--- config.mk ---
export PLATFORM = sky130hd
export DESIGN_NAME = serial_mouse_port
export DESIGN_NICKNAME = d
export VERILOG_FILES = /design/src/hdl/smp_pkg.sv /design/src/hdl/smp_core.sv /design/src/hdl/serial_mouse_port.sv
export SDC_FILE = /design/constraint.sdc
export NUM_CORES = 1
export LEC_CHECK = 0
export ABC_AREA = 1
export BUFFER_PORTS_ARGS = -buffer_cell sky130_fd_sc_hd__buf_4
export CORE_ASPECT_RATIO = 1.25
export CORE_UTILIZATION = 65
export CTS_BUF_LIST = sky130_fd_sc_hd__clkbuf_4
export CTS_CLUSTER_SIZE = 28
export DETAILED_ROUTE_END_ITERATION = 8
export GPL_TIMING_DRIVEN = 0
export HOLD_SLACK_MARGIN = 0.1
export PLACE_DENSITY = 0.85
export SYNTH_ARGS = -nofsm -noshare
export SYNTH_HDL_FRONTEND = slang
export SYNTH_SLANG_ARGS = --single-unit
--- constraint.sdc ---
create_clock -name aclk -period 5.8 [get_ports aclk]
set_clock_uncertainty 0.05 [all_clocks]
set_input_delay 1.16 -clock aclk [delete_from_list [all_inputs] [get_ports aclk]]
set_output_delay 1.16 -clock aclk [all_outputs]
set_load 0.005 [all_outputs]
--- src/hdl/smp_pkg.sv ---
// shared types, command codes and frame helpers for the serial mouse port
// no dependencies; used by smp_core and serial_mouse_port
package smp_pkg;

    localparam int unsigned DELTA_W   = 8;
    localparam int unsigned BUTTON_W  = 3;
    localparam int unsigned PORT_W    = 8;
    localparam int unsigned ACCUM_W   = 16;
    localparam int unsigned FRAME_W   = 9;
    localparam int unsigned QUEUE_W   = 3 * FRAME_W;
    localparam int unsigned COUNT_W   = 5;

    localparam logic [7:0] STATUS_BASE  = 8'h40;
    localparam logic [7:0] STATUS_LEFT  = 8'h20;
    localparam logic [7:0] STATUS_RIGHT = 8'h10;
    localparam logic [7:0] LOW6_MASK    = 8'h3F;
    localparam logic signed [ACCUM_W-1:0] SAT_MAX = 16'sd127;
    localparam logic signed [ACCUM_W-1:0] SAT_MIN = -16'sd127;

    localparam logic [COUNT_W-1:0] QUEUE_FULL = COUNT_W'(QUEUE_W);

    localparam int unsigned PORT_STROBE = 0;
    localparam int unsigned PORT_MODE   = 2;

    typedef enum logic [1:0] {
        CMD_FRAME = 2'd0,
        CMD_WRITE = 2'd1,
        CMD_READ  = 2'd2
    } smp_cmd_t;

    typedef struct packed {
        logic [1:0]                 command;
        logic signed [DELTA_W-1:0]  delta_x;
        logic signed [DELTA_W-1:0]  delta_y;
        logic [BUTTON_W-1:0]        button_bits;
        logic [PORT_W-1:0]          port_value;
    } smp_item_t;

    // clamp a signed accumulator to -127..127, returned as a byte
    function automatic logic [7:0] sat127(input logic signed [ACCUM_W-1:0] acc);
        logic signed [ACCUM_W-1:0] v;
        v = acc;
        if (acc > SAT_MAX) v = SAT_MAX;
        if (acc < SAT_MIN) v = SAT_MIN;
        return v[7:0];
    endfunction

    // start bit 0 first, then data bits 6..0, then stop bit 1
    function automatic logic [FRAME_W-1:0] make_frame(input logic [7:0] data);
        logic [FRAME_W-1:0] f;
        f = '0;
        for (int i = 0; i < 7; i++) begin
            f[i+1] = data[6-i];
        end
        f[FRAME_W-1] = 1'b1;
        return f;
    endfunction

endpackage

--- src/hdl/smp_core.sv ---
// mouse state, accumulators and serial shift queue for the serial mouse port
// depends on smp_pkg; one item is applied per cycle when step is high
module smp_core (
    input  logic                aclk,
    input  logic                aresetn,
    input  logic                step,
    input  smp_pkg::smp_item_t  item,
    output logic                read_bit
);

    logic [smp_pkg::PORT_W-1:0]   port_latch_reg, port_latch_next;
    logic [smp_pkg::QUEUE_W-1:0]  pending_bits_reg, pending_bits_next;
    logic [smp_pkg::COUNT_W-1:0]  pending_count_reg, pending_count_next;
    logic [smp_pkg::DELTA_W-1:0]  last_dx_reg, last_dx_next;
    logic [smp_pkg::DELTA_W-1:0]  last_dy_reg, last_dy_next;
    logic [smp_pkg::BUTTON_W-1:0] held_buttons_reg, held_buttons_next;
    logic [smp_pkg::ACCUM_W-1:0]  accum_x_reg, accum_x_next;
    logic [smp_pkg::ACCUM_W-1:0]  accum_y_reg, accum_y_next;

    logic [7:0] ax8, ay8, status;
    logic       rising;

    assign ax8 = smp_pkg::sat127(signed'(accum_x_reg));
    assign ay8 = smp_pkg::sat127(signed'(accum_y_reg));

    assign status = smp_pkg::STATUS_BASE
                  | (held_buttons_reg[0] ? smp_pkg::STATUS_LEFT  : 8'h00)
                  | (held_buttons_reg[1] ? smp_pkg::STATUS_RIGHT : 8'h00)
                  | {4'b0000, ax8[7:6], ay8[7:6]};

    // strobe goes low to high with serial mode selected
    assign rising = !item.port_value[smp_pkg::PORT_MODE]
                  && !port_latch_reg[smp_pkg::PORT_STROBE]
                  && item.port_value[smp_pkg::PORT_STROBE];

    always_comb begin
        port_latch_next    = port_latch_reg;
        pending_bits_next  = pending_bits_reg;
        pending_count_next = pending_count_reg;
        last_dx_next       = last_dx_reg;
        last_dy_next       = last_dy_reg;
        held_buttons_next  = held_buttons_reg;
        accum_x_next       = accum_x_reg;
        accum_y_next       = accum_y_reg;
        read_bit           = 1'b0;
        case (item.command)
            smp_pkg::CMD_FRAME: begin
                last_dx_next      = item.delta_x;
                last_dy_next      = item.delta_y;
                held_buttons_next = item.button_bits;
                accum_x_next = accum_x_reg + {{8{item.delta_x[7]}}, item.delta_x};
                accum_y_next = accum_y_reg + {{8{item.delta_y[7]}}, item.delta_y};
            end
            smp_pkg::CMD_WRITE: begin
                port_latch_next = item.port_value;
                if (rising) begin
                    if (pending_count_reg == '0) begin
                        pending_bits_next = {smp_pkg::make_frame(ax8 & smp_pkg::LOW6_MASK),
                                             smp_pkg::make_frame(ay8 & smp_pkg::LOW6_MASK),
                                             smp_pkg::make_frame(status)};
                        pending_count_next = smp_pkg::QUEUE_FULL;
                        accum_x_next = accum_x_reg - {{8{ax8[7]}}, ax8};
                        accum_y_next = accum_y_reg - {{8{ay8[7]}}, ay8};
                    end else begin
                        pending_bits_next  = pending_bits_reg >> 1;
                        pending_count_next = pending_count_reg - 1'b1;
                    end
                end
            end
            smp_pkg::CMD_READ: begin
                if (port_latch_reg[smp_pkg::PORT_MODE]) begin
                    read_bit = (held_buttons_reg != '0) || (last_dx_reg != '0)
                            || (last_dy_reg != '0);
                end else if (port_latch_reg[smp_pkg::PORT_STROBE]
                             && pending_count_reg != '0) begin
                    read_bit = !pending_bits_reg[0];
                end
            end
            default: begin
            end
        endcase
    end

    always_ff @(posedge aclk) begin
        if (!aresetn) begin
            port_latch_reg    <= '0;
            pending_bits_reg  <= '0;
            pending_count_reg <= '0;
            last_dx_reg       <= '0;
            last_dy_reg       <= '0;
            held_buttons_reg  <= '0;
            accum_x_reg       <= '0;
            accum_y_reg       <= '0;
        end else if (step) begin
            port_latch_reg    <= port_latch_next;
            pending_bits_reg  <= pending_bits_next;
            pending_count_reg <= pending_count_next;
            last_dx_reg       <= last_dx_next;
            last_dy_reg       <= last_dy_next;
            held_buttons_reg  <= held_buttons_next;
            accum_x_reg       <= accum_x_next;
            accum_y_reg       <= accum_y_next;
        end
    end

endmodule

--- src/hdl/serial_mouse_port.sv ---
// serial mouse port: a stream of frame, port write and port read transactions
// in, one read_bit result per transaction out. depends on smp_pkg and smp_core
//
// usage: s_axis carries one item per transaction, command in tuser. frame items
// update deltas, buttons and the motion accumulators; port writes drive the
// strobe and mode bits and shift the serial queue; port reads return the data
// line. every item gives exactly one result on m_axis, zero for non-reads.
// an accepted item is held in an input register, where its state update and
// result are computed once the output can advance; the result then goes to the
// output register, shown on m_axis. throughput: one item per cycle while m_axis
// is not stalled; the input and output registers move together.
// m_axis_tready low holds the output register; the input register fills and
// then s_axis_tready drops. no state changes while an item is held.
// reset: aresetn low clears the valid flags of both stages and all mouse and queue state.
module serial_mouse_port (
    input  logic        aclk,
    input  logic        aresetn,
    input  logic        s_axis_tvalid,
    output logic        s_axis_tready,
    // delta_x [7:0], delta_y [15:8], button_bits [18:16], port_value [26:19], zero [31:27]
    input  logic [31:0] s_axis_tdata,
    // command [1:0]
    input  logic [1:0]  s_axis_tuser,
    output logic        m_axis_tvalid,
    input  logic        m_axis_tready,
    // read_bit [0], zero [7:1]
    output logic [7:0]  m_axis_tdata
);

    smp_pkg::smp_item_t item_reg;
    logic               in_valid_reg;
    logic               out_valid_reg;
    logic               out_bit_reg;
    logic               advance;
    logic               step;
    logic               read_bit;

    assign advance       = !out_valid_reg || m_axis_tready;
    assign step          = in_valid_reg && advance;
    assign s_axis_tready = !in_valid_reg || advance;

    always_ff @(posedge aclk) begin
        if (!aresetn) begin
            in_valid_reg  <= 1'b0;
            out_valid_reg <= 1'b0;
        end else begin
            if (s_axis_tready) begin
                in_valid_reg <= s_axis_tvalid;
            end
            if (advance) begin
                out_valid_reg <= in_valid_reg;
            end
        end
    end

    // payload registers, no reset needed
    always_ff @(posedge aclk) begin
        if (s_axis_tready && s_axis_tvalid) begin
            item_reg.command     <= s_axis_tuser;
            item_reg.delta_x     <= s_axis_tdata[7:0];
            item_reg.delta_y     <= s_axis_tdata[15:8];
            item_reg.button_bits <= s_axis_tdata[18:16];
            item_reg.port_value  <= s_axis_tdata[26:19];
        end
        if (step) begin
            out_bit_reg <= read_bit;
        end
    end

    smp_core u_core (
        .aclk     (aclk),
        .aresetn  (aresetn),
        .step     (step),
        .item     (item_reg),
        .read_bit (read_bit)
    );

    assign m_axis_tvalid = out_valid_reg;
    assign m_axis_tdata  = {7'b0000000, out_bit_reg};

endmodule

==> impl_results.md <==
* Status: finished, final reports clean
* Fin crit period at 3.00 ns
* Gpl congestion at roughly 1
* Max cap viols at 0
* Count of cell types in the netlist at 44
* CTS clk-pin slew, worst paths at 0.20 ns
* Setup TNS Final at 0 ns
* Final worst slack at 2.80 ns
* Seq/Total Area, Yosys at 0.374
* Row Count at 40
* Max-slew violation count at 0
* Slew HR at 0.370
* CTS H-tree lvls at 3
* Worst setup endpoint: u_core.accum_x_reg[15]
* Cell accounting for the most synthesized area: dfxtp_1
* Worst hold path type: flop to flop
* Final period util at 0.517
* Leak at 3.35 nW
* First-pass GRT wire length at between 20,000 and 30,000 µm
* Required time at the worst-slack endpoint at between 6 and 7 ns
* Crit end category: flop
* Layout area overhead at 8.25%
* Reg2reg setup slack at 2.80 ns
* Synth Warn # at 0
* Crit Path Max Fanout at 5
* PostCTS Resize Cnt at 0
* Clock power frac at 0.249
* Dpl ws at 2.88 ns
* Cells after Synth at just over 900
* Synth area leaders: dfxtp_1 (26%), edfxtp_1 (11%), nand2_1 (10%)
* Die Span Y at 115 µm
* Num ports at 48
* Fin. Hold Viols at 0
* Comb pwr share at 0.226
* Final hold slack at 0.420 ns
* Non-filler cells, final at 1,105
* CTS tree: yes
* Clock Latency Late Sink at 0.51 ns
* TritonCTS Buffers at 9
* Sequential power share at 0.524
* # Post-CTS Setup Buffers at 0
* Flip-flop count of the largest register after layout at 27
* Post-route ant nets at 0
* Area post-placement at ~7000 µm²
* Number of flops mapped to enable cells by yosys at 24
* Net Switching at 0.549 mW
* Vias at 6,149
* DR pass1 iterations at 5
* Post-Synthesis Cell Area at 6590 µm²
* WHS Path Cells at 2
* Placed insts at about 1,100
* R2R cell count at 16
* Mean Syn Cell Area at 7.10 µm²
* Gr ovfl total at 0
* RSZ-0062 raised after global routing: false
* CTS Hold Bufs at 0
* Setup crit start kind: flop
* Worst setup path startpoint: item_reg[20]
* Sw Share at 0.342
* Total power draw at 1.60 mW
* Antenna violations before repair at 0
* # clock sinks at 111
* Ys flop type: dfxtp_1
* Share of layout cells above drive strength 1 at 0.0858
* Post-synth top area share at 0.264
* Clock Path Buffers at 2
* Post-DP HPWL at 12,400 µm
* Initial DRC Count at between 300 and 400
* CTS root buffer: clkbuf_4
* FF-to-FF Start: item_reg[20]
* Critical path class: flop to flop
* Internal power at 1.06 mW
* Number of fill cells at 843
* Die area at 10,500 µm²
* Core Box Area at 9710 µm²
* Initial core utilization at 0.678
* Max IR drop VDD at 0.109 mV
* Final WL at 16,300 µm
* Reg-to-reg endpoint: u_core.accum_x_reg[15]
* Ys async rst share at 0
* Cell area after layout at 7130 µm²
* Fmax at 333 MHz
* PwrDens at 225 nW/µm²
* Routed vias/inst at about 5.6
* Fin util at 0.734
* WP data arrival at 3.34 ns
* Residual DRC at 0
* Vias in the first global route at 5,836
* Register bit total from synthesis at 111
* Routed len/inst at 14.7 µm
* Largest net degree at the start of global routing at 24
* Worst-Margin Slew at 0.944 ns
* Die width at 92.0 µm
* # diodes at 0
* Footprint of the multi-input gates at 3380 µm²
* NumNets Final at 1,049
* Buffers on Ports at 29
* Register area at ~2500 µm²
* Gr usage total at 0.324
* Final setup violation count at 0
## worst min-delay path by stage
stage                                      from               endpoint
after floorplan           u_core.last_dx_reg[3]  u_core.last_dx_reg[3]
after global placement    u_core.last_dx_reg[2]  u_core.last_dx_reg[2]
after detailed placement  u_core.last_dx_reg[1]  u_core.last_dx_reg[1]
after CTS                 u_core.last_dx_reg[6]  u_core.last_dx_reg[6]
after global routing      u_core.last_dx_reg[0]  u_core.last_dx_reg[0]
final                     u_core.last_dy_reg[3]  u_core.last_dy_reg[3]
## layout by cell type, fill, tap and decap left out, types with 2 or more instances in the layout
cell type	instances
nor2_1	97
inv_2	4
o21bai_1	2
nand3b_1	2
clkinv_8	2
a31oi_1	16
ha_1	35
a22oi_1	5
nand2_1	183
dfxtp_1	87
o21ai_1	5
buf_1	2
conb_1	7
nand4_1	13
o21ai_0	69
edfxtp_1	24
nor3_1	6
or2_2	3
xnor2_1	12
clkbuf_1	13
inv_6	2
buf_6	3
fa_1	2
a21oi_1	90
nand2_4	2
buf_4	40
o21a_1	7
buf_2	8
inv_1	142
nor4_1	2
a22o_1	2
xor2_1	5
nand3_1	49
o22ai_1	12
clkbuf_4	9
nor2_4	3
## power groups by stage
| stage | combinational [mW] | clock [mW] | sequential [mW] |
|---|---|---|---|
| global placement | 0.351 | 0 | 0.857 |
| finish | 0.363 | 0.400 | 0.841 |
| CTS | 0.359 | 0.402 | 0.841 |
| floorplan | 0.271 | 0 | 0.849 |
| detailed placement | 0.356 | 0 | 0.857 |
| global route | 0.410 | 0.429 | 0.844 |
## area by class of cell
class / count / area share
Clock buffer: 9 / 0.00948
Sequential cell: 111 / 0.345
Tap cell: 126 / 0.0221
Inverter: 147 / 0.0774
Buffer: 37 / 0.0298
Multi-Input combinational cell: 639 / 0.474
Timing Repair Buffer: 29 / 0.0305
Clock inverter: 7 / 0.0109
## synth_stat cells (4+ instances only)
| library cell | instances |
|---|---|
| o21ai_0 | 69 |
| buf_4 | 11 |
| o21a_1 | 7 |
| clkbuf_1 | 13 |
| inv_2 | 4 |
| nor2_1 | 97 |
| o21ai_1 | 5 |
| dfxtp_1 | 87 |
| a31oi_1 | 16 |
| nand4_1 | 13 |
| xnor2_1 | 12 |
| nor3_1 | 6 |
| a21oi_1 | 90 |
| nand3_1 | 49 |
| xor2_1 | 5 |
| inv_1 | 142 |
| buf_2 | 8 |
| a22oi_1 | 5 |
| ha_1 | 35 |
| nand2_1 | 183 |
| o22ai_1 | 12 |
| edfxtp_1 | 24 |
## metal layers
layer / share of wire / GRT usage / vias up
met3: 0.048 / 0.0485 / 63
met5: 0 / 0 / -
met4: 0.049 / 0.190 / 0
met1: 0.41 / 0.367 / 2784
met2: 0.49 / 0.577 / 187
li1: - / - / 3115
## worst max-delay path, stage by stage (launching register included)
cell	delay [ns]
edfxtp_1	0.46
inv_1	0.11
ha_1	0.21
nand3_1	0.11
or2_2	0.31
o21ai_0	0.21
nand2_1	0.15
nand2_1	0.10
ha_1	0.28
a21oi_1	0.23
nand2_1	0.11
a21oi_1	0.22
nand2_1	0.09
nand2_1	0.06
nand2_1	0.05
nand2_1	0.06
a21oi_1	0.05
## cell families after synthesis
| kind of cell | after synthesis | synth area share |
|---|---|---|
| buffers and inverters | 184 | 0.116 |
| and+or+nand+nor | 366 | 0.238 |
| DFF | 111 | 0.374 |
| adders and majority gates | 37 | 0.0726 |
| other | 1 | 0.000569 |
| AOI/OAI and AO/OA | 212 | 0.176 |
| xor gates and xnor gates | 17 | 0.0226 |
No activity file was read; power rests on OpenSTA's default activity.
